==> config.mk <==
export PLATFORM = sky130hd
export DESIGN_NAME = acl_merge
export DESIGN_NICKNAME = d
export VERILOG_FILES = /design/src/rtl/acl_pkg.sv /design/src/rtl/acl_merge.sv
export SDC_FILE = /design/constraint.sdc
export NUM_CORES = 2
export LEC_CHECK = 0
export ABC_AREA = 1
export BUFFER_PORTS_ARGS = -buffer_cell sky130_fd_sc_hd__buf_4
export CORE_MARGIN = 2
export CORE_UTILIZATION = 45
export CTS_CLUSTER_DIAMETER = 30
export CTS_CLUSTER_SIZE = 20
export DETAILED_ROUTE_END_ITERATION = 12
export PLACE_DENSITY_LB_ADDON = 0.3
export SLEW_MARGIN = 10
export SYNTH_ARGS = -nofsm -noshare
export SYNTH_HDL_FRONTEND = slang
export SYNTH_SLANG_ARGS = --single-unit
==> constraint.sdc <==
create_clock -name clk -period 14.2 [get_ports clk]
set_clock_uncertainty 0.1 [all_clocks]
set_input_delay 1.42 -clock clk [delete_from_list [all_inputs] [get_ports clk]]
set_output_delay 1.42 -clock clk [all_outputs]
set_load 0.005 [all_outputs]
==> src/rtl/acl_pkg.sv <==
// Shared types, widths and constants for the acceleration level classifier.
`timescale 1ns / 1ps

package acl_pkg;

  localparam int FRACTION_BITS = 14;
  localparam int AXIS_W        = 16;
  localparam int OUT_W         = 20;
  localparam int LEVEL_W       = 3;
  localparam int SQ_W          = 2 * AXIS_W;
  localparam int SUM_W         = 32;
  localparam int ROOT_W        = SUM_W / 2;
  localparam int ROOT_STEPS    = ROOT_W;
  localparam int LIMIT_W       = 16;
  localparam int NUM_LIMITS    = 4;
  localparam int FACTOR_W      = 20;
  localparam int Q16_SHIFT     = 16;
  localparam int NUM_AXES      = 3;
  localparam int CFG_IDX_W     = 3;
  localparam int CFG_W         = 20;
  localparam int IN_DATA_W     = 48;
  localparam int OUT_DATA_W    = 88;

  localparam int QUARTER_G = 1 << (FRACTION_BITS - 2);
  localparam logic [LIMIT_W-1:0]  ZERO_LIMIT_RST   = LIMIT_W'(1 * QUARTER_G);
  localparam logic [LIMIT_W-1:0]  LOW_LIMIT_RST    = LIMIT_W'(3 * QUARTER_G);
  localparam logic [LIMIT_W-1:0]  NORMAL_LIMIT_RST = LIMIT_W'(5 * QUARTER_G);
  localparam logic [LIMIT_W-1:0]  HIGH_LIMIT_RST   = LIMIT_W'(7 * QUARTER_G);
  localparam logic [FACTOR_W-1:0] METRES_PER_G_RST = FACTOR_W'(642689);

  // register indexes
  localparam logic [CFG_IDX_W-1:0] REG_ZERO_LIMIT   = 3'd0;
  localparam logic [CFG_IDX_W-1:0] REG_LOW_LIMIT    = 3'd1;
  localparam logic [CFG_IDX_W-1:0] REG_NORMAL_LIMIT = 3'd2;
  localparam logic [CFG_IDX_W-1:0] REG_HIGH_LIMIT   = 3'd3;
  localparam logic [CFG_IDX_W-1:0] REG_METRES_PER_G = 3'd4;

  // limit slots
  localparam int LIM_ZERO   = 0;
  localparam int LIM_LOW    = 1;
  localparam int LIM_NORMAL = 2;
  localparam int LIM_HIGH   = 3;

  // level codes, quietest first
  localparam logic [LEVEL_W-1:0] LVL_REST     = 3'd0;
  localparam logic [LEVEL_W-1:0] LVL_LIGHT    = 3'd1;
  localparam logic [LEVEL_W-1:0] LVL_MODERATE = 3'd2;
  localparam logic [LEVEL_W-1:0] LVL_HEAVY    = 3'd3;
  localparam logic [LEVEL_W-1:0] LVL_EXTREME  = 3'd4;

  // item kinds
  localparam logic KIND_SAMPLE = 1'b0;
  localparam logic KIND_TOGGLE = 1'b1;

  typedef enum logic [2:0] {
    ST_IDLE,
    ST_LANE,
    ST_SUM,
    ST_CLASS,
    ST_ROOT,
    ST_SCALE,
    ST_OUT
  } state_t;

  typedef struct packed {
    logic load;
    logic calc;
  } lane_ctrl_t;

  typedef struct packed {
    logic sum_en;
    logic class_en;
  } merge_ctrl_t;

endpackage

==> src/rtl/acl_merge.sv <==
// Merge stage: sums the lane squares and classifies the level against the limits.
`timescale 1ns / 1ps

module acl_merge (
  input  logic                                                   clk,
  input  acl_pkg::merge_ctrl_t                                   ctrl,
  input  logic [acl_pkg::NUM_AXES-1:0][acl_pkg::SQ_W-1:0]        squares,
  input  logic [acl_pkg::NUM_LIMITS-1:0][acl_pkg::LIMIT_W-1:0]   limits,
  output logic [acl_pkg::SUM_W-1:0]                              sum,
  output logic [acl_pkg::LEVEL_W-1:0]                            level
);

  logic [acl_pkg::NUM_LIMITS-1:0][2*acl_pkg::LIMIT_W-1:0] lim_sq;
  logic [acl_pkg::SUM_W-1:0]                              sum_next;
  logic [acl_pkg::LEVEL_W-1:0]                            level_next;

  always_comb begin
    sum_next = '0;
    for (int i = 0; i < acl_pkg::NUM_AXES; i++) begin
      sum_next = sum_next + acl_pkg::SUM_W'(squares[i]);
    end
  end

  // strict compares, highest limit first
  always_comb begin
    if (sum > lim_sq[acl_pkg::LIM_HIGH]) begin
      level_next = acl_pkg::LVL_EXTREME;
    end else if (sum > lim_sq[acl_pkg::LIM_NORMAL]) begin
      level_next = acl_pkg::LVL_HEAVY;
    end else if (sum > lim_sq[acl_pkg::LIM_LOW]) begin
      level_next = acl_pkg::LVL_MODERATE;
    end else if (sum > lim_sq[acl_pkg::LIM_ZERO]) begin
      level_next = acl_pkg::LVL_LIGHT;
    end else begin
      level_next = acl_pkg::LVL_REST;
    end
  end

  always_ff @(posedge clk) begin
    if (ctrl.sum_en) begin
      sum <= sum_next;
      for (int i = 0; i < acl_pkg::NUM_LIMITS; i++) begin
        lim_sq[i] <= limits[i] * limits[i];
      end
    end
    if (ctrl.class_en) begin
      level <= level_next;
    end
  end

endmodule

Word-level counts from Yosys, hierarchy flattened
Index checks and enable logic that the tools add are counted.
Cells by class
  add/sub/neg operators: 2
  multipliers: 4
  $lt $le $gt $ge: 4
  mux-type cells: 3
Operators with widths (number)
  > comparator 32 bit: 4
  multiplier 16 x 16 -> 32 bit: 4
  adder 32 bit: 2
  two-way mux 2 bit: 2
  two-way mux 1 bit: 1
Word-level totals
  bits in registers: 163
  input bits: 163

Logic depth before layout (Yosys ltp)
  depth in word-level cells: 4
  gate-level depth with buffers: 27
  mapped depth without buffers: 25

Worst setup path before layout
OpenSTA, ideal clock, no wires.
  kind: input-to-reg
  start: in limits[13] (netlist bit)
  end: reg lim_sq[29] (netlist bit) (data pin)
  arrival: 6341 ps
  data required time: 13848 ps
  setup slack: 7507 ps
  stages on the path: 21
  cells stage by stage: clkbuf_1 clkbuf_1 nand2_1 fa_1 fa_1 inv_1 fa_1 fa_1 fa_1 inv_1 fa_1 inv_1 ha_1 a21oi_1 nand2_1 a21oi_1 nor2_1 nor3_1 nand2_1 nand2_1 nand2_1
Between the ends
  longest elaborated chain between the ends: 1
RTL lines
  from (decl): RTL line acl_merge.sv:8  | input logic [acl_pkg::NUM_LIMITS-1:0][acl_pkg::LIMIT_W-1:0] limits,
  multiplier 16 x 16 -> 32 bit: RTL line acl_merge.sv:43  | lim_sq[i] <= limits[i] * limits[i];
  to (signal, indexed assignment): RTL line acl_merge.sv:43
  to (decl): RTL line acl_merge.sv:13  | logic [acl_pkg::NUM_LIMITS-1:0][2*acl_pkg::LIMIT_W-1:0] lim_sq;
Every way passes these cells.
A chain may end at the register's enable or synchronous reset.

Worst setup path in the final report
  start: in limits[8] (netlist bit)
  end: reg lim_sq[18] (netlist bit) (data pin)
Same word-level chain as after synthesis.

==> qor_table.md <==
| Metric | This run | Unit |
|---|---|---|
| Post-synthesis cell type count | 42 | - |
| Final hold viol count | 0 | - |
| Buffers inserted during post-CTS setup optimization | 0 | - |
| Root Buffer | sky130_fd_sc_hd__clkbuf_16 | - |
| Width of the die | 305.7 | um |
| Clock sink count | 159 | - |
| DRC viols | 0 | - |
| Total wirelength of the detailed-routed design | 96040 | um |
| Area Growth Syn to Fin | 7.549 | % |
| Type of element capturing the critical path | flop | - |
| Status | complete, no violations | - |
| Data required time of the worst path | 14.28 | ns |
| Share of layout cells above drive strength 1 | 0.05750 | - |
| Start-to-end type of the worst setup path | primary input to flop | - |
| Share of the cycle needed by the critical path after routing | 0.4522 | - |
| Number of instances in the synthesized netlist | 4968 | - |
| Diodes inserted | 0 | - |
| Capture point of the critical path | lim_sq[18] | - |
| Most common cell after layout, fill and taps aside | sky130_fd_sc_hd__inv_1 | - |
| Reg clk slew, reported paths | 0.07 | ns |
| Vias per cell | 4.972 | - |
| RSZ-0062 raised after global routing | false | - |
| Final total negative setup slack | 0 | ns |
| Number of design-rule violations left by the first detailed-router iteration | 1661 | - |
| Total CTS buffers | 17 | - |
| Initial standard-cell utilization of the core | 0.4545 | - |
| Via count of the first global-routing pass | 33138 | - |
| Site row count | 110 | - |
| Core outline area | 90150 | um^2 |
| Number of placed I/O pins | 198 | - |
| Met3 wire length | 4907 | um |
| Number of detailed-routing iterations run before antenna repair | 5 | - |
| Launching element type of the critical path | primary input | - |
| Maximum clock insertion buffer count | 2 | - |
| Total overflow reported by the global router | 0 | - |
| Count of input and output buffers | 197 | - |
| Data arrival time of the critical path | 6.51 | ns |
| Final count of negative-setup-slack endpoints | 0 | - |
| Top library cells by usage in the layout, fill and taps aside | 1436 x sky130_fd_sc_hd__inv_1, 968 x sky130_fd_sc_hd__nand2_1, 681 x sky130_fd_sc_hd__fa_1 | - |
| Placer Congestion | 0.9171 | - |
| FF-to-FF End | level[0] | - |
| Seq cells post-synth | 159 | - |
| Length of routed met2 wiring | 47550 | um |
| Number of slew-limit violations in the final report | 0 | - |
| Most used flip-flop cell after synthesis | sky130_fd_sc_hd__edfxtp_1 | - |
| Vert. Die Dim | 305.7 | um |
| H-Tree Level Count | 4 | - |
| Startpoint of the worst setup timing path | limits[8] | - |
| Post-synthesis average cell area | 8.247 | um^2 |
| CTS resizes | 0 | - |
| Net count reported at finish | 6473 | - |
| Post-synthesis instance area | 40970 | um^2 |
| Async set-or-reset flop fraction in the synthesized netlist | 0 | - |
| Remaining antenna violation count | 0 | - |
| Largest net degree at the start of global routing | 92 | - |
| Routed length on met1 | 42050 | um |
| Source-to-sink clock delay at the later pin of the worst-skew pair | 0.45 | ns |
| Quantity of hold-fixing buffers added after cts | 0 | - |
| Die ar. | 93480 | um^2 |
| Flop-to-flop setup slack | 11.13 | ns |
| Peak clock frequency supported by timing | 155.7 | MHz |
| Worst max-slew margin expressed relative to the limit | 0.4039 | - |
| Overall track demand over capacity in global routing | 0.2143 | - |
| Vias post-DR | 31095 | - |
| Actual transition at the worst max-transition pin | 0.8942 | ns |
| Synthesized Nets | 6375 | - |
| Wire length of the first global-routing pass | 162200 | um |
| TritonCTS clock tree | built | - |
| Proportion of synthesized chip area in sequential cells | 0.1165 | - |
| Top layer reached by signal wires | met4 | - |
| Layout fillers | 8698 | - |
| Reg2reg path depth | 8 | - |
| Routed length per instance | 15.36 | um |
| Critical R2R Launch | sum[31] | - |
| Critical path peak fanout | 17 | - |
| Number of antenna violations at the first check in global routing | 1 | - |
| Max-cap violation count | 0 | - |
| Number of warnings printed during yosys synthesis | 0 | - |
| Clock period minus worst slack | 6.422 | ns |
| Detailed placement HPWL | 81970 | um |
| Number of flops mapped to enable cells by yosys | 159 | - |
| Worst Hold Class | flop to flop | - |
Yosys cell counts (2+ instances only):
| library cell | number | share of area |
|---|---|---|
| sky130_fd_sc_hd__nor4_1 | 5 | 0.00076 |
| sky130_fd_sc_hd__o21bai_1 | 20 | 0.0037 |
| sky130_fd_sc_hd__nand2_2 | 12 | 0.0018 |
| sky130_fd_sc_hd__a21o_1 | 28 | 0.0051 |
| sky130_fd_sc_hd__nand4_1 | 30 | 0.0046 |
| sky130_fd_sc_hd__nand3b_1 | 4 | 0.00073 |
| sky130_fd_sc_hd__nand3_2 | 7 | 0.0017 |
| sky130_fd_sc_hd__a21o_2 | 3 | 0.00064 |
| sky130_fd_sc_hd__a21oi_1 | 220 | 0.027 |
| sky130_fd_sc_hd__a31oi_1 | 11 | 0.0017 |
| sky130_fd_sc_hd__a31o_2 | 4 | 0.00085 |
| sky130_fd_sc_hd__edfxtp_1 | 159 | 0.12 |
| sky130_fd_sc_hd__xnor2_1 | 45 | 0.0096 |
| sky130_fd_sc_hd__clkbuf_1 | 119 | 0.011 |
| sky130_fd_sc_hd__nor2_4 | 2 | 0.00055 |
| sky130_fd_sc_hd__fa_1 | 681 | 0.33 |
| sky130_fd_sc_hd__nand3_1 | 90 | 0.011 |
| sky130_fd_sc_hd__inv_1 | 1436 | 0.13 |
| sky130_fd_sc_hd__a21oi_2 | 5 | 0.0011 |
| sky130_fd_sc_hd__o311ai_0 | 4 | 0.00085 |
| sky130_fd_sc_hd__nor3_1 | 45 | 0.0055 |
| sky130_fd_sc_hd__ha_1 | 563 | 0.17 |
| sky130_fd_sc_hd__or2_2 | 11 | 0.0017 |
| sky130_fd_sc_hd__o21ai_0 | 76 | 0.0093 |
| sky130_fd_sc_hd__nand2_1 | 968 | 0.089 |
| sky130_fd_sc_hd__o21ai_2 | 11 | 0.0024 |
| sky130_fd_sc_hd__o21a_1 | 20 | 0.0037 |
| sky130_fd_sc_hd__o21ai_1 | 6 | 0.00073 |
| sky130_fd_sc_hd__xor2_1 | 123 | 0.026 |
| sky130_fd_sc_hd__o21bai_4 | 2 | 0.00092 |
| sky130_fd_sc_hd__nor2_2 | 4 | 0.00061 |
| sky130_fd_sc_hd__nor2_1 | 241 | 0.022 |
| sky130_fd_sc_hd__a21boi_0 | 4 | 0.00073 |
critical path, cell delays in order:
cell and delay [ns]:
sky130_fd_sc_hd__buf_4 0.19, sky130_fd_sc_hd__nand2_1 0.13, sky130_fd_sc_hd__inv_1 0.07, sky130_fd_sc_hd__fa_1 0.54
sky130_fd_sc_hd__inv_1 0.06, sky130_fd_sc_hd__fa_1 0.53, sky130_fd_sc_hd__inv_1 0.05, sky130_fd_sc_hd__fa_1 0.51
sky130_fd_sc_hd__inv_1 0.06, sky130_fd_sc_hd__fa_1 0.54, sky130_fd_sc_hd__inv_1 0.05, sky130_fd_sc_hd__fa_1 0.47
sky130_fd_sc_hd__inv_1 0.05, sky130_fd_sc_hd__fa_1 0.49, sky130_fd_sc_hd__inv_1 0.05, sky130_fd_sc_hd__ha_1 0.34
sky130_fd_sc_hd__a21o_1 0.21, sky130_fd_sc_hd__a21boi_0 0.26, sky130_fd_sc_hd__nand3_2 0.16, sky130_fd_sc_hd__nand2_1 0.12
sky130_fd_sc_hd__nand2_1 0.07, sky130_fd_sc_hd__xor2_1 0.14
area by class of cell:
cell class / count / area [um^2] / area share
Clock inverter: 12 / 145.1 / 0.003294
Multi-Input combinational cell: 3253 / 30360 / 0.6889
Sequential cell: 159 / 4775 / 0.1084
Tap cell: 1176 / 1471 / 0.03339
Inverter: 1437 / 5394 / 0.1224
Timing Repair Buffer: 198 / 1490 / 0.03382
Clock buffer: 19 / 432.9 / 0.009824
kinds of logic (layout without fill, tap and decap cells):
group / Yosys count / in the layout / share of synthesized area
compound gates: 418 / 418 / 0.05970
xor+xnor: 168 / 168 / 0.03591
fa+ha+maj: 1244 / 1244 / 0.5047
buf+inv: 1556 / 1666 / 0.1425
flops: 159 / 159 / 0.1165
simple gates: 1423 / 1423 / 0.1407
flip-flops by register name, indices dropped and copies added, names as in the netlist:
| signal | count |
|---|---|
| level | 3 |
| lim_sq | 124 |
| sum | 32 |
through the flow:
stage | utilization | instance area (um^2) | worst slack, ns | instances | hold WS (ns)
final | 0.4888 | 44070 | 7.778 | 6254 | 0.8795
after global routing | 0.4888 | 44070 | 7.522 | 6254 | 0.9324
after CTS | 0.4888 | 44070 | 7.791 | 6254 | 0.8813
after detailed placement | 0.4824 | 43490 | 7.336 | 6223 | 0.8809
after global placement | 0.4824 | 43490 | 7.388 | 6223 | 0.8667
after floorplan | - | 40970 | 7.507 | 4968 | 0.7178
worst min-delay path by stage:
stage / start / end / slack (ns) / cells past startpoint
6_report: lim_sq[96] / level[2] / 0.88 / 4
5_1_grt: lim_sq[96] / level[2] / 0.93 / 4
4_1_cts: lim_sq[96] / level[2] / 0.88 / 4
3_5_place_dp: lim_sq[96] / level[2] / 0.88 / 4
3_3_place_gp: lim_sq[96] / level[2] / 0.87 / 4
2_1_floorplan: lim_sq[96] / level[2] / 0.72 / 4
metal layers:
layer  up-vias  GRT usage
met2       745     0.3837
met1     15236     0.2829
met3        92    0.02073
met5         -          0
li1      15022          -
met4         0    0.04033
Power is not shown: default switching activity piles up to over one toggle a cycle in this logic, so the estimate is an artifact.
