[src/rtl/acl_pkg.sv]
// Shared types, widths and constants for the acceleration level classifier.
`timescale 1ns / 1ps

package acl_pkg;

  localparam int FRACTION_BITS = 14;
  localparam int AXIS_W        = 16;
  localparam int OUT_W         = 20;
  localparam int LEVEL_W       = 3;
  localparam int SQ_W          = 2 * AXIS_W;
  localparam int SUM_W         = 32;
  localparam int ROOT_W        = SUM_W / 2;
  localparam int ROOT_STEPS    = ROOT_W;
  localparam int LIMIT_W       = 16;
  localparam int NUM_LIMITS    = 4;
  localparam int FACTOR_W      = 20;
  localparam int Q16_SHIFT     = 16;
  localparam int NUM_AXES      = 3;
  localparam int CFG_IDX_W     = 3;
  localparam int CFG_W         = 20;
  localparam int IN_DATA_W     = 48;
  localparam int OUT_DATA_W    = 88;

  localparam int QUARTER_G = 1 << (FRACTION_BITS - 2);
  localparam logic [LIMIT_W-1:0]  ZERO_LIMIT_RST   = LIMIT_W'(1 * QUARTER_G);
  localparam logic [LIMIT_W-1:0]  LOW_LIMIT_RST    = LIMIT_W'(3 * QUARTER_G);
  localparam logic [LIMIT_W-1:0]  NORMAL_LIMIT_RST = LIMIT_W'(5 * QUARTER_G);
  localparam logic [LIMIT_W-1:0]  HIGH_LIMIT_RST   = LIMIT_W'(7 * QUARTER_G);
  localparam logic [FACTOR_W-1:0] METRES_PER_G_RST = FACTOR_W'(642689);

  // register indexes
  localparam logic [CFG_IDX_W-1:0] REG_ZERO_LIMIT   = 3'd0;
  localparam logic [CFG_IDX_W-1:0] REG_LOW_LIMIT    = 3'd1;
  localparam logic [CFG_IDX_W-1:0] REG_NORMAL_LIMIT = 3'd2;
  localparam logic [CFG_IDX_W-1:0] REG_HIGH_LIMIT   = 3'd3;
  localparam logic [CFG_IDX_W-1:0] REG_METRES_PER_G = 3'd4;

  // limit slots
  localparam int LIM_ZERO   = 0;
  localparam int LIM_LOW    = 1;
  localparam int LIM_NORMAL = 2;
  localparam int LIM_HIGH   = 3;

  // level codes, quietest first
  localparam logic [LEVEL_W-1:0] LVL_REST     = 3'd0;
  localparam logic [LEVEL_W-1:0] LVL_LIGHT    = 3'd1;
  localparam logic [LEVEL_W-1:0] LVL_MODERATE = 3'd2;
  localparam logic [LEVEL_W-1:0] LVL_HEAVY    = 3'd3;
  localparam logic [LEVEL_W-1:0] LVL_EXTREME  = 3'd4;

  // item kinds
  localparam logic KIND_SAMPLE = 1'b0;
  localparam logic KIND_TOGGLE = 1'b1;

  typedef enum logic [2:0] {
    ST_IDLE,
    ST_LANE,
    ST_SUM,
    ST_CLASS,
    ST_ROOT,
    ST_SCALE,
    ST_OUT
  } state_t;

  typedef struct packed {
    logic load;
    logic calc;
  } lane_ctrl_t;

  typedef struct packed {
    logic sum_en;
    logic class_en;
  } merge_ctrl_t;

endpackage

[src/rtl/acl_lane.sv]
// One axis lane: holds the stored axis, forms its square and its scaled value.
`timescale 1ns / 1ps

module acl_lane (
  input  logic                                clk,
  input  logic                                rst,
  input  acl_pkg::lane_ctrl_t                 ctrl,
  input  logic signed [acl_pkg::AXIS_W-1:0]   raw,
  input  logic [acl_pkg::FACTOR_W-1:0]        factor,
  output logic signed [acl_pkg::AXIS_W-1:0]   stored,
  output logic [acl_pkg::SQ_W-1:0]            square,
  output logic signed [acl_pkg::OUT_W-1:0]    scaled
);

  localparam int PROD_W = acl_pkg::AXIS_W + acl_pkg::FACTOR_W + 1;

  logic signed [acl_pkg::SQ_W-1:0]       sq_full;
  logic signed [acl_pkg::FACTOR_W:0]     factor_s;
  logic signed [PROD_W-1:0]              prod;

  assign sq_full  = stored * stored;
  assign factor_s = $signed({1'b0, factor});
  assign prod     = PROD_W'(stored) * PROD_W'(factor_s);

  always_ff @(posedge clk) begin
    if (rst) begin
      stored <= '0;
    end else if (ctrl.load) begin
      stored <= raw;
    end
  end

  // floor(stored * factor / 2^16) is an arithmetic shift
  always_ff @(posedge clk) begin
    if (ctrl.calc) begin
      square <= unsigned'(sq_full);
      scaled <= prod[acl_pkg::Q16_SHIFT +: acl_pkg::OUT_W];
    end
  end

endmodule

[config.mk]
export PLATFORM = sky130hd
export DESIGN_NAME = acl_lane
export DESIGN_NICKNAME = d
export VERILOG_FILES = /design/src/rtl/acl_pkg.sv /design/src/rtl/acl_lane.sv
export SDC_FILE = /design/constraint.sdc
export NUM_CORES = 1
export LEC_CHECK = 0
export BUFFER_PORTS_ARGS = -buffer_cell sky130_fd_sc_hd__buf_2
export CAP_MARGIN = 20
export CELL_PAD_IN_SITES_DETAIL_PLACEMENT = 1
export CELL_PAD_IN_SITES_GLOBAL_PLACEMENT = 1
export CORE_MARGIN = 2
export CORE_UTILIZATION = 46
export CTS_CLUSTER_SIZE = 12
export DETAILED_ROUTE_END_ITERATION = 8
export GPL_TIMING_DRIVEN = 0
export PLACE_DENSITY = 0.92
export RECOVER_POWER = 50
export SLEW_MARGIN = 10
export SYNTH_ARGS = -nofsm -noshare
export SYNTH_HDL_FRONTEND = slang
export SYNTH_SLANG_ARGS = --single-unit
[constraint.sdc]
create_clock -name clk -period 6.5 [get_ports clk]
set_input_delay 0.65 -clock clk [delete_from_list [all_inputs] [get_ports clk]]
set_output_delay 0.65 -clock clk [all_outputs]
set_load 0.01 [all_outputs]
# After elaboration in Yosys (flattened, before gate mapping)
# Cells that the tools add are included.
[word_totals]
register_bits = 68
inputBits = 40
wordCells = 5
out_inout_bits = 68
[classes]
mul = 2
[ops]
columns = ["operator", "count"]
rows = [
  ["16-bit by 21-bit multiplier with 36-bit output", 1],
  ["16-bit by 16-bit multiplier with 32-bit output", 1],
]

# Longest topological paths before layout
# Gate-level depths: netlist of the first run.
[logic_depth]
depth_word = 1
ltp_mapped = 24
depth_no_buf = 23

# Worst setup path before layout of the first run
# No wires, ideal clock.
[synth_timing]
kind = "register -> register"
from = "register stored[15] (netlist bit)"
to = "register square[30] (netlist bit), data pin"
period_less_slack_ns = 6.513
n_path_buf = 2
arrival_time_ns = 6.252
setup_time_ns = 0.261
stages_incl_launch_ff = 19
path_slack_ns = -0.013
t_required_ns = 6.239
path_cell_list = "dfxtp_1 buf_1 clkinv_1 buf_1 nor2_1 fa_1 fa_1 fa_1 fa_1 fa_1 inv_1 fa_1 inv_1 ha_1 and3_1 a311o_1 o21ai_1 a31oi_1 a311o_1"
[synth_between]
elab_chain_len = 1
[synth_lines]
columns = ["item", "line", "text"]
rows = [
  ["start, declared", "acl_lane.sv:10", "output logic signed [acl_pkg::AXIS_W-1:0] stored,"],
  ["start signal, assigned", "acl_lane.sv:29", "stored <= raw;"],
  ["16-bit by 16-bit multiplier with 32-bit output", "acl_lane.sv:21", "assign sq_full = stored * stored;"],
  ["named net sq_full (one bit)", "acl_lane.sv:17", "logic signed [acl_pkg::SQ_W-1:0] sq_full;"],
  ["end signal, assigned", "acl_lane.sv:36", "square <= unsigned'(sq_full);"],
  ["end, declared", "acl_lane.sv:11", "output logic [acl_pkg::SQ_W-1:0] square,"],
]
# The timed path passes the listed nets, and every way through them passes these cells.
# A chain may end at the register's enable or synchronous reset.

# Worst setup path in the final report of the first run
[layout_timing]
from = "register stored[4] (netlist bit)"
to = "register square[30] (netlist bit), data pin"
# Same word-level chain as after synthesis.

==> results by group, run 1 <==
Worst setup path
  • FF-to-FF path depth: 20
  • Startpoint Class: register
  • Most used cell, CP: fa_1
  • FF-to-FF Start: stored[4]
  • Crit path from: stored[4]
  • Crit path capture type: register
  • Critical path type: register to register
  • R2r endpoint: square[30]
  • CP max-delay cell: fa_1
  • Critical Path RT: 6.66 ns
  • Data arrival time of the critical path: 6.61 ns
  • Critical path endpoint: square[30]
  • R2R setup slack: 0.05 ns
  • Worst path cell trace: buf_6, and2_1, fa_1, inv_1, fa_2, fa_1, inv_1, fa_1, fa_1, inv_1, fa_1, inv_1, ha_2, nand3_1, a21oi_2, or3_4, a311o_1, o21ai_2, a31oi_4, a311o_1
  • Largest fanout on the critical path: 10
  • Max stage delay on crit path: 0.55 ns

Cells and area
  • Design area: 0.0240 mm2
  • Layout Utilization: 52.7%
  • Fin cells: 3001
  • Fill count: 5183
  • Nets: 3129
  • Share of cells above drive strength 1: 13.2%
  • Synthesis-to-finish area growth: 12.7%

CTS
  • Longest Clk Path Bufs: 2
  • CTS Buf Count: 9
  • Post-CTS Hold Buffers: 0
  • CTS tree: yes
  • CTS H-tree lvls: 3
  • Worst-Skew Late Latency: 0.41 ns
  • CTS Root Cell: clkbuf_16
  • CTS clock-pin slew for the worst setup and hold paths: 0.07 ns
  • Clk sinks: 67

Logic synthesis
  • Seq/Total Area, Yosys: 8.69%
  • #FFs+latches synth: 67
  • Syn_nets: 2991
  • Post-synthesis cell count: 2255
  • Post-synth EDFFs: 51
  • Primary FF master, synth: edfxtp_1
  • Mean Syn Cell Area: 9.45 um2
  • Mapped cell area: 0.0213 mm2
  • Synth warn: 0
  • Asr flop ratio synth: 0%
  • Yosys cell types: 56

Floorplan
  • Die Y: 219 um
  • FP Rows: 78
  • Initial cell density of the core: 46.7%
  • Die width: 219 um
  • I/O pin count: 108
  • Core ar.: 0.0456 mm2
  • Die area: 0.0481 mm2

Timing
  • Max-slew violation count: 0
  • Max-slew headroom: 24.0%
  • Min Tclk post-route: 6.45 ns
  • Worst Clk Skew: 0.0145 ns
  • Hold Slack: 0.491 ns
  • Crit share post-route: 99.2%
  • Worst Max-Slew Pin Slew: 1.14 ns
  • Final setup fails: 0
  • Fin. Hold Viols: 0
  • Fmax: 155 MHz

Pwr
  • VDD IR max: 193 uV
  • PD cells: 190 mW/mm2
  • Static leakage power: 0.0126 uW

Global routing
  • Total grt overflow: 0
  • Vias in the first global route: 19900
  • Initial antenna violation count: 5
  • GRT Overall Usage: 30.7%
  • Largest net degree at the start of global routing: 52
  • Global-route wire length before repair: 108000 um

Status
  • Status: completed

Flow run
  • Max-Cap Viols: 0

Placed design
  • DP Area: 0.0226 mm2
  • RePlAce Congestion: 0.940
  • Placed Instances: 2959
  • Port Buffers: 104
  • Final HPWL DP: 56100 um

Drt
  • TritonRoute pass-1 iters: 7
  • WL/cell: 23.8 um
  • # DRC: 0
  • 1st-iter DRT viols: 1095
  • Vias per cell: 5.55
  • WL final: 71500 um
  • Via count: 16700
  • Routed Antenna Nets: 0

Min path
  • Hold path start: raw[13]
  • Hold crit path type: primary input to register
==> worst min path at each step <==
stage / endpoint / slack, ns / depth (start not counted)
floorplan: square[0] / 0.53 / 0
global placement: square[0] / 0.56 / 0
detailed placement: square[0] / 0.59 / 0
CTS: stored[13] / 0.47 / 3
global route: stored[13] / 0.50 / 3
finish: stored[13] / 0.49 / 3
==> critical path, delay by kind of cell (launching register included) <==
| kind | cells | cell delay, ns |
|---|---|---|
| AND/OR/NAND/NOR | 3 | 0.78 |
| AO/OA/AOI/OAI | 5 | 1.17 |
| flip-flops | 1 | 0.44 |
| buffers and inverters | 5 | 0.51 |
| adder cells (fa/ha/maj) | 7 | 3.29 |
==> per-stage QoR <==
stage	total power [uW]	worst slack [ns]	setup TNS [ns]
after CTS	4440	-0.00445	-0.00445
after global routing	4960	-0.107	-0.387
final	4560	0.0507	0
after detailed placement	3790	-1.63	-32.48
after global placement	3520	-1.31	-24.22
after floorplan	2860	0.0293	0
==> synthesized netlist by cell type, drive strengths merged, types with 3 or more instances <==
cell,number,area (um2)
a211oi,4,30.0
a21boi,3,22.5
a21o,17,128
a21oi,40,200
a31o,3,26.3
a31oi,4,25.0
and2,188,1180
and3,5,31.3
buf,6,30.0
clkbuf,83,312
dfxtp,16,320
edfxtp,51,1530
fa,483,9670
ha,213,2670
inv,618,2320
mux2i,19,190
nand2,232,871
nand2b,16,100
nand3,16,80.1
nand4,4,25.0
nor2,76,285
nor2b,6,37.5
nor3,9,50.1
nor4,3,18.8
o211ai,4,35.0
o21a,6,45.0
o21ai,20,100
o21bai,15,113
o311ai,6,52.6
or2,3,18.8
or3,3,18.8
xnor2,47,412
xor2,16,140
==> metal layers <==
metal  track usage [%]  wire length (um)
met1              33.7             25100
met2              54.0             37100
met3              7.78              5580
met4              17.1              3760
met5             0.521                51
==> cell families after synthesis <==
| kind of cell | count (synthesis) | share of synthesized area [%] |
|---|---|---|
| adder cells (fa/ha/maj) | 696 | 57.9 |
| multiplexers | 19 | 0.893 |
| XOR/XNOR | 63 | 2.59 |
| other | 1 | 0.0176 |
| buffers and inverters | 708 | 12.5 |
| AO/OA/AOI/OAI | 137 | 4.55 |
| AND/OR/NAND/NOR | 564 | 12.9 |
| flip-flops | 67 | 8.69 |
==> cells in the final DEF, fill, tap and decap left out, drive strengths merged, types with 16 or more instances in the layout <==
master,synthesis,routed
inv,618,614
fa,483,483
nand2,232,232
ha,213,213
and2,188,188
buf,6,166
nor2,76,76
clkbuf,83,63
edfxtp,51,51
xnor2,47,47
a21oi,40,40
o21ai,20,20
mux2i,19,19
a21o,17,17
nand2b,16,16
xor2,16,16
nand3,16,16
dfxtp,16,16
==> registers in the layout, summed over array words and instances, names as in the netlist <==
name    cells
stored     16
square     31
scaled     20
==> final cells by class <==
type | count | area (um2) | area share, %
Tap cell | 600 | 751 | 3.13
Antenna cell | 3 | 7.51 | 0.0313
Timing Repair Buffer | 132 | 749 | 3.12
Sequential cell | 67 | 1890 | 7.87
Clock inverter | 3 | 17.5 | 0.0730
Multi-Input combinational cell | 1480 | 17200 | 71.5
Inverter | 619 | 2340 | 9.76
Buffer | 84 | 810 | 3.37
Clock buffer | 13 | 283 | 1.18
==> repair_timing <==
item                                    4_1_cts  5_1_grt
setup buffers                                17       11
endpoints found under the setup margin       40       26
gates resized for setup                     192      142
pin swaps                                    14       29
==> power breakdown <==
group          switching [uW]  total [uW]  internal, uW
Combinational            1950        3310          1360
Clock                     237         540           303
Sequential               41.5         715           674
Total                    2230        4560          2340
Note: power is estimated with default switching activity, not from simulation.
==> run 2: changes to the inputs <==
--- a/config.mk
+++ b/config.mk
@@ -9,11 +9,11 @@
 export CAP_MARGIN = 20
 export CELL_PAD_IN_SITES_DETAIL_PLACEMENT = 1
 export CELL_PAD_IN_SITES_GLOBAL_PLACEMENT = 1
-export CORE_MARGIN = 2
 export CORE_UTILIZATION = 46
 export CTS_CLUSTER_SIZE = 12
 export DETAILED_ROUTE_END_ITERATION = 8
 export GPL_TIMING_DRIVEN = 0
+export MAX_ROUTING_LAYER = met4
 export PLACE_DENSITY = 0.92
 export RECOVER_POWER = 50
 export SLEW_MARGIN = 10
==> results by group, run 2 (synthesized netlist as in run 1, its figures left out) <==
Status
  • Status: finished, violations left
  • Violations in the final reports: max-capacitance violations, max-slew violations

Worst setup path
  • FF-to-FF path depth: 21
  • Startpoint Class: register
  • Crit path capture type: register
  • Crit path from: stored[15]
  • Data arrival time of the critical path: 6.57 ns
  • Critical Path RT: 6.65 ns
  • R2R setup slack: 0.08 ns
  • Largest fanout on the critical path: 11
  • Critical path type: register to register
  • FF-to-FF Start: stored[15]

Cells and area
  • Nets: 3127
  • Fin cells: 2998
  • Design area: 0.0239 mm2
  • Layout Utilization: 52.4%
  • Number of flip-flops in the largest register: 31
  • Largest registers: square x31, scaled x20, stored x16
  • Synthesis-to-finish area growth: 12.0%
  • Most frequent cells in the layout: inv_1 (614), fa_1 (477), nand2_1 (228)
  • Most flops, register: square
  • Share of cells above drive strength 1: 11.4%
  • Most common cell after layout, fill and taps aside: inv_1

Floorplan
  • I/O pin count: 108
  • Die width: 217 um
  • Die Y: 217 um
  • FP Rows: 78
  • Initial cell density of the core: 46.7%
  • Die area: 0.0472 mm2
  • Core ar.: 0.0456 mm2

Global routing
  • Largest net degree at the start of global routing: 52
  • GRT Overall Usage: 32.2%
  • Vias in the first global route: 20000
  • Global-route wire length before repair: 109000 um
  • Initial antenna violation count: 3
  • Total grt overflow: 0

Placed design
  • DP Worst Slack: -1.61 ns
  • Placed Instances: 2959
  • Final HPWL DP: 56600 um
  • Port Buffers: 104
  • DP Area: 0.0226 mm2
  • RePlAce Congestion: 0.974

Min path
  • Hold-critical path depth: 3
  • Hold path start: raw[7]
  • Hold crit path type: primary input to register

Timing
  • Min Tclk post-route: 6.42 ns
  • Max-slew violation count: 52
  • Final setup fails: 0
  • Final worst slack: 0.0825 ns
  • Max-slew headroom: -123%
  • RSZ-0062 raised after global routing: yes
  • Hold Slack: 0.510 ns
  • Fmax: 156 MHz
  • Worst Clk Skew: 0.0149 ns
  • Fin. Hold Viols: 0
  • Crit share post-route: 98.7%
  • Worst Max-Slew Pin Slew: 3.34 ns

Drt
  • Vias per cell: 5.58
  • 1st-iter DRT viols: 1315
  • Routed Antenna Nets: 0
  • TritonRoute pass-1 iters: 5
  • WL final: 72000 um
  • Via count: 16700
  • WL/cell: 24.0 um
  • # DRC: 0

CTS
  • Longest Clk Path Bufs: 2
  • CTS clock-pin slew for the worst setup and hold paths: 0.07 ns
  • CTS Root Cell: clkbuf_16
  • CTS tree: yes
  • CTS Buf Count: 9
  • CTS H-tree lvls: 3
  • Clk sinks: 67
  • Worst-Skew Late Latency: 0.40 ns

Pwr
  • VDD IR max: 159 uV
  • Static leakage power: 0.0125 uW
  • PD cells: 192 mW/mm2

Flow run
  • Max-Cap Viols: 1
run 2: cell types whose count changed in the layout (fill, tap and decap cells not counted), sizes merged:
cell / previous run / this run
buf: 166 / 128
inv: 614 / 615
clkinv: 4 / 5
diode: 3 / 2
clkbuf: 63 / 96
bufinv: 0 / 1
run 2: through the flow:
stage	setup TNS, ns	total power, uW
floorplan	0	2860
global placement	-24.18	3520
detailed placement	-33.02	3810
CTS	0	4470
global route	-0.240	4990
finish	0	4590
run 2: final timing paths:
kind	to
hold reg to reg	square[0]
setup reg to reg	square[30]
hold / removal	stored[7]
setup / recovery	square[30]
run 2: final cells by class:
cell class / instances / area [um2]
Buffer: 82 / 781
Multi-Input combinational cell: 1480 / 17100
Timing Repair Buffer: 132 / 712
Clock inverter: 6 / 56.3
Sequential cell: 67 / 1890
Fill cell: 5173 / 21700
Tap cell: 600 / 751
Inverter: 619 / 2340
Antenna cell: 2 / 5.00
Clock buffer: 10 / 229
run 2: layer usage:
| metal | GRT usage (%) | part of all wire, % |
|---|---|---|
| met1 | 34.8 | 35 |
| met2 | 55.8 | 52 |
| met3 | 6.65 | 7.9 |
| met4 | 16.7 | 5.2 |
| met5 | - | 0 |
run 2: worst max-delay path, cell delays in order (launching register included):
cell and delay (ns):
dfxtp_4 0.43, buf_12 0.17, clkinv_4 0.11, buf_8 0.19, nor2_2 0.13, fa_2 0.53, buf_4 0.18, fa_1 0.54
fa_1 0.45, fa_1 0.51, fa_1 0.53, inv_1 0.06, fa_1 0.48, inv_1 0.05, ha_2 0.30, a21o_1 0.19
a21oi_2 0.14, nor2b_1 0.07, a311o_1 0.39, o21ai_4 0.20, a31oi_4 0.13, a311o_1 0.37
run 2: where the power goes:
part	switching [uW]	internal (uW)
clock	253	294
combinational	1970	1350
sequential	45.6	675
run 2: repair_timing:
action,CTS,global route
pin swaps,13,33
endpoints found under the setup margin,40,22
hold endpoints to repair,0,0
hold buffers,0,0
resized for setup,196,105
buffers inserted,13,15
