## src/rtl/acl_pkg.sv

```systemverilog
// Shared types, widths and constants for the acceleration level classifier.
`timescale 1ns / 1ps

package acl_pkg;

  localparam int FRACTION_BITS = 14;
  localparam int AXIS_W        = 16;
  localparam int OUT_W         = 20;
  localparam int LEVEL_W       = 3;
  localparam int SQ_W          = 2 * AXIS_W;
  localparam int SUM_W         = 32;
  localparam int ROOT_W        = SUM_W / 2;
  localparam int ROOT_STEPS    = ROOT_W;
  localparam int LIMIT_W       = 16;
  localparam int NUM_LIMITS    = 4;
  localparam int FACTOR_W      = 20;
  localparam int Q16_SHIFT     = 16;
  localparam int NUM_AXES      = 3;
  localparam int CFG_IDX_W     = 3;
  localparam int CFG_W         = 20;
  localparam int IN_DATA_W     = 48;
  localparam int OUT_DATA_W    = 88;

  localparam int QUARTER_G = 1 << (FRACTION_BITS - 2);
  localparam logic [LIMIT_W-1:0]  ZERO_LIMIT_RST   = LIMIT_W'(1 * QUARTER_G);
  localparam logic [LIMIT_W-1:0]  LOW_LIMIT_RST    = LIMIT_W'(3 * QUARTER_G);
  localparam logic [LIMIT_W-1:0]  NORMAL_LIMIT_RST = LIMIT_W'(5 * QUARTER_G);
  localparam logic [LIMIT_W-1:0]  HIGH_LIMIT_RST   = LIMIT_W'(7 * QUARTER_G);
  localparam logic [FACTOR_W-1:0] METRES_PER_G_RST = FACTOR_W'(642689);

  // register indexes
  localparam logic [CFG_IDX_W-1:0] REG_ZERO_LIMIT   = 3'd0;
  localparam logic [CFG_IDX_W-1:0] REG_LOW_LIMIT    = 3'd1;
  localparam logic [CFG_IDX_W-1:0] REG_NORMAL_LIMIT = 3'd2;
  localparam logic [CFG_IDX_W-1:0] REG_HIGH_LIMIT   = 3'd3;
  localparam logic [CFG_IDX_W-1:0] REG_METRES_PER_G = 3'd4;

  // limit slots
  localparam int LIM_ZERO   = 0;
  localparam int LIM_LOW    = 1;
  localparam int LIM_NORMAL = 2;
  localparam int LIM_HIGH   = 3;

  // level codes, quietest first
  localparam logic [LEVEL_W-1:0] LVL_REST     = 3'd0;
  localparam logic [LEVEL_W-1:0] LVL_LIGHT    = 3'd1;
  localparam logic [LEVEL_W-1:0] LVL_MODERATE = 3'd2;
  localparam logic [LEVEL_W-1:0] LVL_HEAVY    = 3'd3;
  localparam logic [LEVEL_W-1:0] LVL_EXTREME  = 3'd4;

  // item kinds
  localparam logic KIND_SAMPLE = 1'b0;
  localparam logic KIND_TOGGLE = 1'b1;

  typedef enum logic [2:0] {
    ST_IDLE,
    ST_LANE,
    ST_SUM,
    ST_CLASS,
    ST_ROOT,
    ST_SCALE,
    ST_OUT
  } state_t;

  typedef struct packed {
    logic load;
    logic calc;
  } lane_ctrl_t;

  typedef struct packed {
    logic sum_en;
    logic class_en;
  } merge_ctrl_t;

endpackage

```

## src/rtl/acl_isqrt.sv

```systemverilog
// Iterative floored integer square root, one result bit per cycle.
`timescale 1ns / 1ps

module acl_isqrt (
  input  logic                          clk,
  input  logic                          rst,
  input  logic                          start,
  input  logic [acl_pkg::SUM_W-1:0]     radicand,
  output logic [acl_pkg::ROOT_W-1:0]    root,
  output logic                          done
);

  localparam int CNT_W = $clog2(acl_pkg::ROOT_STEPS);
  localparam int REM_W = acl_pkg::ROOT_W + 2;
  localparam int TRY_W = REM_W + 2;

  logic [acl_pkg::SUM_W-1:0] rad;
  logic [REM_W-1:0]          rem;
  logic [CNT_W-1:0]          cnt;
  logic                      busy;
  logic [TRY_W-1:0]          rem_shift;
  logic [TRY_W-1:0]          trial;
  logic                      fits;

  assign rem_shift = {rem, rad[acl_pkg::SUM_W-1 -: 2]};
  assign trial     = TRY_W'({root, 2'b01});
  assign fits      = rem_shift >= trial;

  always_ff @(posedge clk) begin
    if (rst) begin
      busy <= 1'b0;
      done <= 1'b0;
      cnt  <= '0;
    end else begin
      done <= 1'b0;
      if (start) begin
        busy <= 1'b1;
        cnt  <= '0;
      end else if (busy) begin
        cnt <= cnt + 1'b1;
        if (cnt == CNT_W'(acl_pkg::ROOT_STEPS - 1)) begin
          busy <= 1'b0;
          done <= 1'b1;
        end
      end
    end
  end

  always_ff @(posedge clk) begin
    if (start) begin
      rad  <= radicand;
      rem  <= '0;
      root <= '0;
    end else if (busy) begin
      rad  <= {rad[acl_pkg::SUM_W-3:0], 2'b00};
      rem  <= fits ? REM_W'(rem_shift - trial) : REM_W'(rem_shift);
      root <= {root[acl_pkg::ROOT_W-2:0], fits};
    end
  end

endmodule

```

## config.mk

```make
export PLATFORM = sky130hd
export DESIGN_NAME = acl_isqrt
export DESIGN_NICKNAME = d
export VERILOG_FILES = /design/src/rtl/acl_pkg.sv /design/src/rtl/acl_isqrt.sv
export SDC_FILE = /design/constraint.sdc
export NUM_CORES = 1
export LEC_CHECK = 0
export BUFFER_PORTS_ARGS = -buffer_cell sky130_fd_sc_hd__buf_4
export CAP_MARGIN = 40
export CORE_UTILIZATION = 35
export CTS_CLUSTER_DIAMETER = 200
export DETAILED_ROUTE_END_ITERATION = 10
export PLACE_DENSITY = 0.59
export SYNTH_ARGS = -nofsm -noshare
export SYNTH_HDL_FRONTEND = slang
export SYNTH_SLANG_ARGS = --single-unit
```

## constraint.sdc

```tcl
create_clock -name clk -period 5.3 [get_ports clk]
set_clock_uncertainty 0.05 [all_clocks]
set_input_delay 0.53 -clock clk [delete_from_list [all_inputs] [get_ports clk]]
set_output_delay 0.53 -clock clk [all_outputs]
set_load 0.05 [all_outputs]
```

======== Word-level counts from Yosys, hierarchy flattened ========
Cells that the tools add are included.
word-level totals
  output and inout port bits .............. 17
  bits of input ports ..................... 35
  word-level logic and storage cells ...... 21
  register bits after elaboration ......... 72
cells by class
  equality and inequality tests ........... 1
  add/subtract/negate cells ............... 2
  mux-type cells .......................... 7
  reduce and logical (&&, ||, !) cells .... 3
  bitwise logic cells ..................... 1
  order comparisons ....................... 1
operators by type and width
  operator                                                        number
  32-bit 2-to-1 mux                                               2
  20-bit by 18-bit >= comparator with 1-bit output                1
  18-bit 2-to-1 mux                                               1
  18-bit subtractor                                               1
  4-bit by 1-bit adder with 4-bit output (second input constant)  1
  4-bit == test (second input constant)                           1
  1-bit 2-to-1 mux                                                4
  3-bit OR reduction                                              1
  2-bit nonzero test                                              1
  2-bit OR reduction                                              1
  1-bit NOT                                                       1

======== Depth between registers and ports, before layout ========
Gate-level depths: netlist (run 1).
  depth after elaboration ................. 4
  gate-level depth with buffers ........... 10
  mapped depth without buffers ............ 8

======== Least setup slack after synthesis (run 1) ========
OpenSTA, ideal clock, no wires.
  path type ............................... flip-flop to flip-flop
  start point ............................. reg root[3] in the netlist's numbering
  end point ............................... reg rem[15]
  data arrival time ....................... 2.522 ns
  library setup time ...................... 0.117 ns
  stages on the path, launching flop included .. 11
  path buffers ............................ 2
  path slack .............................. 2.611 ns
  period minus slack after synthesis ...... 2.689 ns
  data required time ...................... 5.133 ns
  cell sequence ........................... dfxtp_1 inv_1 ha_1 buf_6 a21oi_4 o21ai_2 a221oi_2 a32oi_4 buf_6 o21a_1 a22o_1
on the way
  word-level cells in the longest chain between the ends .. 2
  elaborated cells on any way between the ends .. 3
  those cells by class .................... add/sub (1); order compare (1); mux (1)
ends and longest elaborated chain
  item                                                                                   line                              text
  start: declaration                                                                     acl_isqrt.sv:9                    output logic [acl_pkg::ROOT_W-1:0] root,
  start signal: assignment                                                               acl_isqrt.sv:57                   root <= {root[acl_pkg::ROOT_W-2:0], fits};
  18-bit subtractor or 20-bit by 18-bit >= comparator with 1-bit output (tied branches)  acl_isqrt.sv:56, acl_isqrt.sv:27
  18-bit 2-to-1 mux (*)                                                                  acl_isqrt.sv:56                   rem <= fits ? REM_W'(rem_shift - trial) : REM_W'(rem_shift);
  end signal: assignment                                                                 acl_isqrt.sv:56
  end: declaration                                                                       acl_isqrt.sv:18                   logic [REM_W-1:0] rem;
Mark *: on every way between the ends. The rest lies on a longest branch, timed or not.
A chain may end at the register's enable or synchronous reset.

======== Worst setup path after layout (run 1) ========
  start point ............................. reg root[11] in the netlist's numbering
  end point ............................... reg rem[15]
The elaborated chain is that of the path after synthesis.

==> results.json, run 1 <==
{
  "critPathRequiredTime_ns": 5.47,
  "r2r-start": "root[11]",
  "synth_flop_cell": "dfxtp_1",
  "wl_per_cell_um": 14.9,
  "gp_congestion": 0.812,
  "numCtsBuffers": 9,
  "track_usage_pct": 15.4,
  "whs_path_depth": 2,
  "yosysUniqueCellTypes": 60,
  "dr_total_vias": 2964,
  "min_delay_worst_endpoint": "busy",
  "p_leak_nw": 1.88,
  "synth_area_per_cell_um2": 10.2,
  "regToRegEndpoint": "rem[15]",
  "most-common-layout-cells": "52 x buf_4, 42 x nor2_1, 39 x dfxtp_1",
  "clk_pin_slew_worst_paths_ns": 0.06,
  "cts_buffer_depth": 2,
  "die_height_um": 109,
  "grt_max_degree": 62,
  "ff2ff_path_depth": 8,
  "rsz0062_at_grt": "no",
  "area_growth_syn_to_layout_pct": 19.0,
  "cts_tree": "done",
  "drt_iter0_drc": 136,
  "dieArea_mm2": 0.0119,
  "finalSetupViolations": 0,
  "crit_fanout": 26,
  "tightestPinTransition_ns": 0.931,
  "gr-total-overflow": 0,
  "timing.slew.headroom_pct": 37.9,
  "synth_edf_count": 32,
  "antenna_found_initial": 0,
  "ir_worst_vdd_mv": 0.244,
  "hold_buffers": 0,
  "vias_per_cell": 5.13,
  "dr.pass1.iters": 4,
  "root_buffer": "clkbuf_16",
  "crit_type": "flip-flop to flip-flop",
  "synth_fp_nets": 445,
  "finalPower_mw": 2.27,
  "hpwl_um": 6030,
  "async_flop_share_pct": 0,
  "synth_area_leaders": "edfxtp_1 24%, dfxtp_1 20%, mux2_2 8.4%",
  "synthCells": 391,
  "die_x_um": 109,
  "grt_pass1_vias": 2794,
  "h-tree-depth": 3,
  "yosysWarnings": 0,
  "min_period_ns": 3.00,
  "io_pins": 52,
  "rrSetupSlack_ns": 2.30,
  "pre_cts_ws_ns": 2.31,
  "finalHoldViolations": 0,
  "synthesis.area_mm2": 0.00400,
  "route.detailed.drc": 0,
  "final_common_cell": "buf_4",
  "min_path_type": "primary input to flip-flop",
  "finalCritPeriodShare_pct": 56.5,
  "fmax_mhz": 334,
  "layout_setup_ws_ns": 2.30,
  "cts.sinks": 72,
  "cp-start-kind": "flip-flop",
  "totalWireLength_um": 8620,
  "clkLatencyLatePin_ns": 0.33,
  "antenna_left": 0,
  "grt_pass1_wl_um": 14200,
  "start_util_pct": 36.4,
  "hold_path.startpoint": "rst",
  "core-area_mm2": 0.0110,
  "rows": 38,
  "layout.nets": 487,
  "yosysSeqAreaShare_pct": 44.1,
  "postCtsSetupBuffers": 0,
  "port_buffers": 51,
  "power.density_mw_per_mm2": 478,
  "drive_gt1_share_pct": 25.1,
  "slew_violations": 0,
  "status": "completed",
  "ys_ff_latch": 72,
  "end_kind": "flip-flop",
  "cp_data_arrival_time_ns": 3.17,
  "synth_top_area_cell": "edfxtp_1",
  "n_antenna_cell": 0,
  "cts-resized-gates": 0,
  "yosys.area.top_type_share_pct": 24.0,
  "maxCapViolCount": 0,
  "finalSetupTns_ns": 0
}
state kept, by name (all words and copies together), names as in the netlist:
name	count
done	1
cnt	4
rem	18
busy	1
root	16
rad	32
worst max-delay path, cell delays in order, from the launching register on:
cell and delay (ns):
dfxtp_1 0.36, inv_1 0.06, ha_1 0.39, a21oi_1 0.13, o21ai_0 0.39, o211ai_1 0.21
a32oi_4 0.76, o311ai_0 0.29, a22o_1 0.25
cell type report:
type	count	area, um^2
clock buffer	9	225
clock inverter	7	60.1
fill	1059	6230
inverter	25	93.8
multi-input combinational	272	2030
sequential	72	1760
tap	140	175
timing repair buffer	53	410
metrics by stage:
stage | utilization (%) | hold WS (ns) | cell area, um^2 | cells
floorplan | - | 0.389 | 4000 | 391
global placement | 40.5 | 0.413 | 4450 | 561
detailed placement | 40.7 | 0.414 | 4470 | 562
CTS | 43.3 | 0.295 | 4760 | 578
global route | 43.3 | 0.295 | 4760 | 578
finish | 43.3 | 0.308 | 4760 | 578
cell usage after synthesis, types with 4 or more instances:
| cell | number |
|---|---|
| nor2_1 | 42 |
| dfxtp_1 | 40 |
| edfxtp_1 | 32 |
| mux2_2 | 30 |
| inv_1 | 24 |
| mux2i_1 | 24 |
| nand2_1 | 22 |
| ha_1 | 19 |
| a21oi_1 | 18 |
| o21ai_0 | 16 |
| clkbuf_1 | 13 |
| xnor2_1 | 9 |
| xor2_1 | 7 |
| nor3_1 | 6 |
| nand3_1 | 5 |
| nand4_1 | 5 |
| o211ai_1 | 5 |
| a211oi_1 | 4 |
| buf_2 | 4 |
| nor4_1 | 4 |
| o221ai_1 | 4 |
layer usage:
metal	vias up	track usage (%)	wire length [um]
met2	64	24.0	3930
met5	-	0	0
met4	0	6.37	121
met1	1382	20.6	4170
met3	10	3.17	398
li1	1508	-	-
worst max path at each step:
| stage | slack [ns] | to | from | depth (start not counted) |
|---|---|---|---|---|
| 4_1_cts | 2.27 | rem[15] | root[11] | 8 |
| 3_5_place_dp | 2.31 | rem[15] | root[13] | 8 |
| 3_3_place_gp | 2.37 | rem[15] | root[11] | 8 |
| 5_1_grt | 2.05 | rem[15] | root[11] | 8 |
| 2_1_floorplan | 2.61 | rem[15] | root[3] | 10 |
| 6_report | 2.30 | rem[15] | root[11] | 8 |
cells by family after synthesis:
logic type	count (synthesis)	synth area share [%]
xor+xnor	16	3.50
flops	72	44.1
mux	55	14.8
fa+ha+maj	19	5.94
simple gates	104	12.3
buf+inv	47	5.19
compound gates	78	14.2
power breakdown:
group          internal, mW  switching (mW)  total (mW)
combinational         0.436           0.547       0.983
clock                 0.326           0.267       0.593
sequential            0.651          0.0463       0.697
total                  1.41           0.860        2.27
Note: power is estimated with default switching activity, not from simulation.
==> run 2, diff against run 1 <==
--- a/config.mk
+++ b/config.mk
@@ -5,12 +5,13 @@
 export SDC_FILE = /design/constraint.sdc
 export NUM_CORES = 1
 export LEC_CHECK = 0
+export ABC_AREA = 1
 export BUFFER_PORTS_ARGS = -buffer_cell sky130_fd_sc_hd__buf_4
 export CAP_MARGIN = 40
 export CORE_UTILIZATION = 35
 export CTS_CLUSTER_DIAMETER = 200
 export DETAILED_ROUTE_END_ITERATION = 10
-export PLACE_DENSITY = 0.59
+export PLACE_DENSITY = 0.61
 export SYNTH_ARGS = -nofsm -noshare
 export SYNTH_HDL_FRONTEND = slang
 export SYNTH_SLANG_ARGS = --single-unit
==> constraint.sdc (replaced) <==
create_clock -name clk -period 2.48 [get_ports clk]
set_clock_uncertainty 0.05 [all_clocks]
set_input_delay 0.248 -clock clk [delete_from_list [all_inputs] [get_ports clk]]
set_output_delay 0.248 -clock clk [all_outputs]
set_load 0.05 [all_outputs]
==> run 2 against run 1 <==
  * Register-to-register slack lost 2.0 ns
  * Cell area grew 2.7%
  * Die area shrank 0.50%
  * Critical endpoint is now rem[14]
  * Largest power group unchanged
==> results.json, run 2 <==
{
  "numCtsBuffers": 9,
  "start_util_pct": 36.4,
  "layout.nets": 642,
  "fmax_mhz": 454,
  "critPathRequiredTime_ns": 2.66,
  "totalWireLength_um": 8960,
  "drt_iter0_drc": 138,
  "synth_top_area_cell": "edfxtp_1",
  "synthCells": 527,
  "power_frac_comb_pct": 47.7,
  "ir_worst_vdd_mv": 0.637,
  "switching_share_pct": 39.4,
  "drive_gt1_share_pct": 16.0,
  "hold_buffers": 0,
  "min_path_type": "primary input to flip-flop",
  "p_leak_nw": 2.44,
  "whs_path_depth": 2,
  "synth_fp_nets": 581,
  "gr-total-overflow": 0,
  "timing.slew.headroom_pct": 67.5,
  "grt_pass1_vias": 3431,
  "synth_area_leaders": "edfxtp_1 24%, nand2_1 20%, dfxtp_1 20%",
  "yosysMostFrequentCell": "nand2_1",
  "clk_pin_slew_worst_paths_ns": 0.06,
  "yosysSeqAreaShare_pct": 44.3,
  "yosys.area.top_type_share_pct": 24.2,
  "maxCapViolCount": 0,
  "n_antenna_cell": 0,
  "cts.sinks": 72,
  "finalHoldViolations": 0,
  "area_growth_syn_to_layout_pct": 22.8,
  "ff2ff_path_depth": 13,
  "placed_cell_area_mm2": 0.00454,
  "antenna_left": 0,
  "reg.largest.list": "rad: 32 flops, rem: 18 flops, root: 16 flops",
  "fin_area_mm2": 0.00489,
  "async_flop_share_pct": 0,
  "synthTopCellsByCount": "217 x nand2_1, 65 x inv_1, 40 x dfxtp_1",
  "crit_fanout": 11,
  "synth_edf_count": 32,
  "r2r-start": "root[9]",
  "p_sw_mw": 2.17,
  "cts_tree": "done",
  "cts-resized-gates": 0,
  "yosysUniqueCellTypes": 37,
  "largest_register_ffs": 32,
  "dr_total_vias": 3439,
  "final_common_cell": "nand2_1",
  "finalSetupTns_ns": 0,
  "dr.pass1.iters": 5,
  "power.density_mw_per_mm2": 1120,
  "synthesis.area_mm2": 0.00398,
  "regToRegEndpoint": "rem[14]",
  "cp_data_arrival_time_ns": 2.38,
  "postCtsSetupBuffers": 0,
  "min_period_ns": 2.20,
  "regMostFlops": "rad",
  "synth_area_per_cell_um2": 7.55,
  "die_height_um": 109,
  "cts_buffer_depth": 2,
  "dieArea_mm2": 0.0118,
  "antenna_found_initial": 0,
  "tightestPinTransition_ns": 0.487,
  "track_usage_pct": 17.0,
  "core-area_mm2": 0.0109,
  "min_delay_worst_endpoint": "busy",
  "rows": 38,
  "grt_max_degree": 38,
  "gp_congestion": 0.864,
  "h-tree-depth": 3,
  "rrSetupSlack_ns": 0.28,
  "finalCritPeriodShare_pct": 88.8,
  "synth_flop_cell": "dfxtp_1",
  "intPower_mw": 3.33,
  "vias_per_cell": 4.69,
  "rsz0062_at_grt": "no",
  "pwr-share-seq_pct": 26.9,
  "hpwl_um": 6410,
  "hold_path.startpoint": "rst",
  "slew_violations": 0,
  "io_pins": 52,
  "most-common-layout-cells": "217 x nand2_1, 65 x inv_1, 63 x buf_4",
  "wl_per_cell_um": 12.2,
  "grt_pass1_wl_um": 15400,
  "cp-start-kind": "flip-flop",
  "clkLatencyLatePin_ns": 0.34,
  "end_kind": "flip-flop",
  "die_x_um": 109,
  "port_buffers": 51,
  "root_buffer": "clkbuf_16",
  "finalSetupViolations": 0,
  "ys_ff_latch": 72,
  "yosysWarnings": 0,
  "status": "completed",
  "crit_type": "flip-flop to flip-flop",
  "clock_power_share_pct": 25.5,
  "route.detailed.drc": 0
}
==> run 2: cell count changes after synthesis, sizes merged, moves of 5 or more <==
| cell | delta |
|---|---|
| nand2 | +197 |
| inv | +40 |
| mux2 | -31 |
| mux2i | -24 |
| nand3 | +23 |
| nor2 | -19 |
| o22ai | +14 |
| clkbuf | -6 |
| xor2 | -6 |
| a211oi | -5 |
==> run 2: cell families after synthesis <==
kind of cell             synth area share [%]
AND/OR/NAND/NOR                          29.8
XOR/XNOR                                 2.20
buffers and inverters                    8.65
AO/OA/AOI/OAI                            9.12
adder cells (fa/ha/maj)                  5.97
flip-flops                               44.3
==> run 2: how the worst max path moves through the flow <==
stage | slack (ns) | endpoint | depth (start not counted) | from
global route | 0.02 | rem[3] | 14 | root[7]
CTS | 0.22 | rem[14] | 11 | root[11]
detailed placement | 0.22 | rem[14] | 11 | root[11]
floorplan | 0.21 | rem[14] | 13 | root[4]
finish | 0.28 | rem[14] | 13 | root[9]
global placement | 0.26 | rem[1] | 11 | root[11]
==> run 2: layer usage <==
| metal | share of wire [%] | track usage (%) | up-vias |
|---|---|---|---|
| li1 | - | - | 1826 |
| met4 | 2.1 | 8.20 | 0 |
| met5 | 0 | 0 | - |
| met3 | 4.2 | 4.78 | 13 |
| met2 | 46 | 27.0 | 71 |
| met1 | 47 | 21.1 | 1529 |
==> run 2: cell type report <==
| type | instances | area (um^2) |
|---|---|---|
| Clock buffer | 11 | 243 |
| Clock inverter | 5 | 81.3 |
| Fill cell | 1139 | 6050 |
| Inverter | 66 | 248 |
| Multi-Input combinational cell | 375 | 1890 |
| Sequential cell | 72 | 1760 |
| Tap cell | 140 | 175 |
| Timing Repair Buffer | 64 | 493 |
==> run 2: per-stage QoR <==
| stage | util, % | total power, mW | hold slack (ns) | setup slack, ns | cells |
|---|---|---|---|---|---|
| 2_1_floorplan | - | 3.56 | 0.267 | 0.214 | 527 |
| 3_3_place_gp | 41.5 | 3.96 | 0.368 | 0.258 | 714 |
| 3_5_place_dp | 41.5 | 3.98 | 0.371 | 0.220 | 714 |
| 4_1_cts | 44.4 | 5.41 | 0.00283 | 0.216 | 730 |
| 5_1_grt | 44.7 | 5.97 | 0.0170 | 0.0235 | 733 |
| 6_report | 44.7 | 5.49 | 0.0172 | 0.277 | 733 |
==> run 2: worst max-delay path, stage by stage (launching register included) <==
cell and delay (ns):
dfxtp_1 0.33, inv_1 0.07, ha_1 0.35, nand2_1 0.11, inv_1 0.08, nand2_1 0.07, nand2_1 0.06, inv_1 0.07
nand2_1 0.05, nand2_1 0.15, nand4_4 0.22, or2_2 0.33, nand3_1 0.09, nand2_1 0.05
==> run 2: power by group through the flow <==
stage               Clock, mW  Combinational [mW]  Sequential, mW
finish                   1.40                2.62            1.47
global route             1.49                2.99            1.49
CTS                      1.44                2.49            1.48
detailed placement          0                2.48            1.50
global placement            0                2.46            1.50
floorplan                   0                2.06            1.50
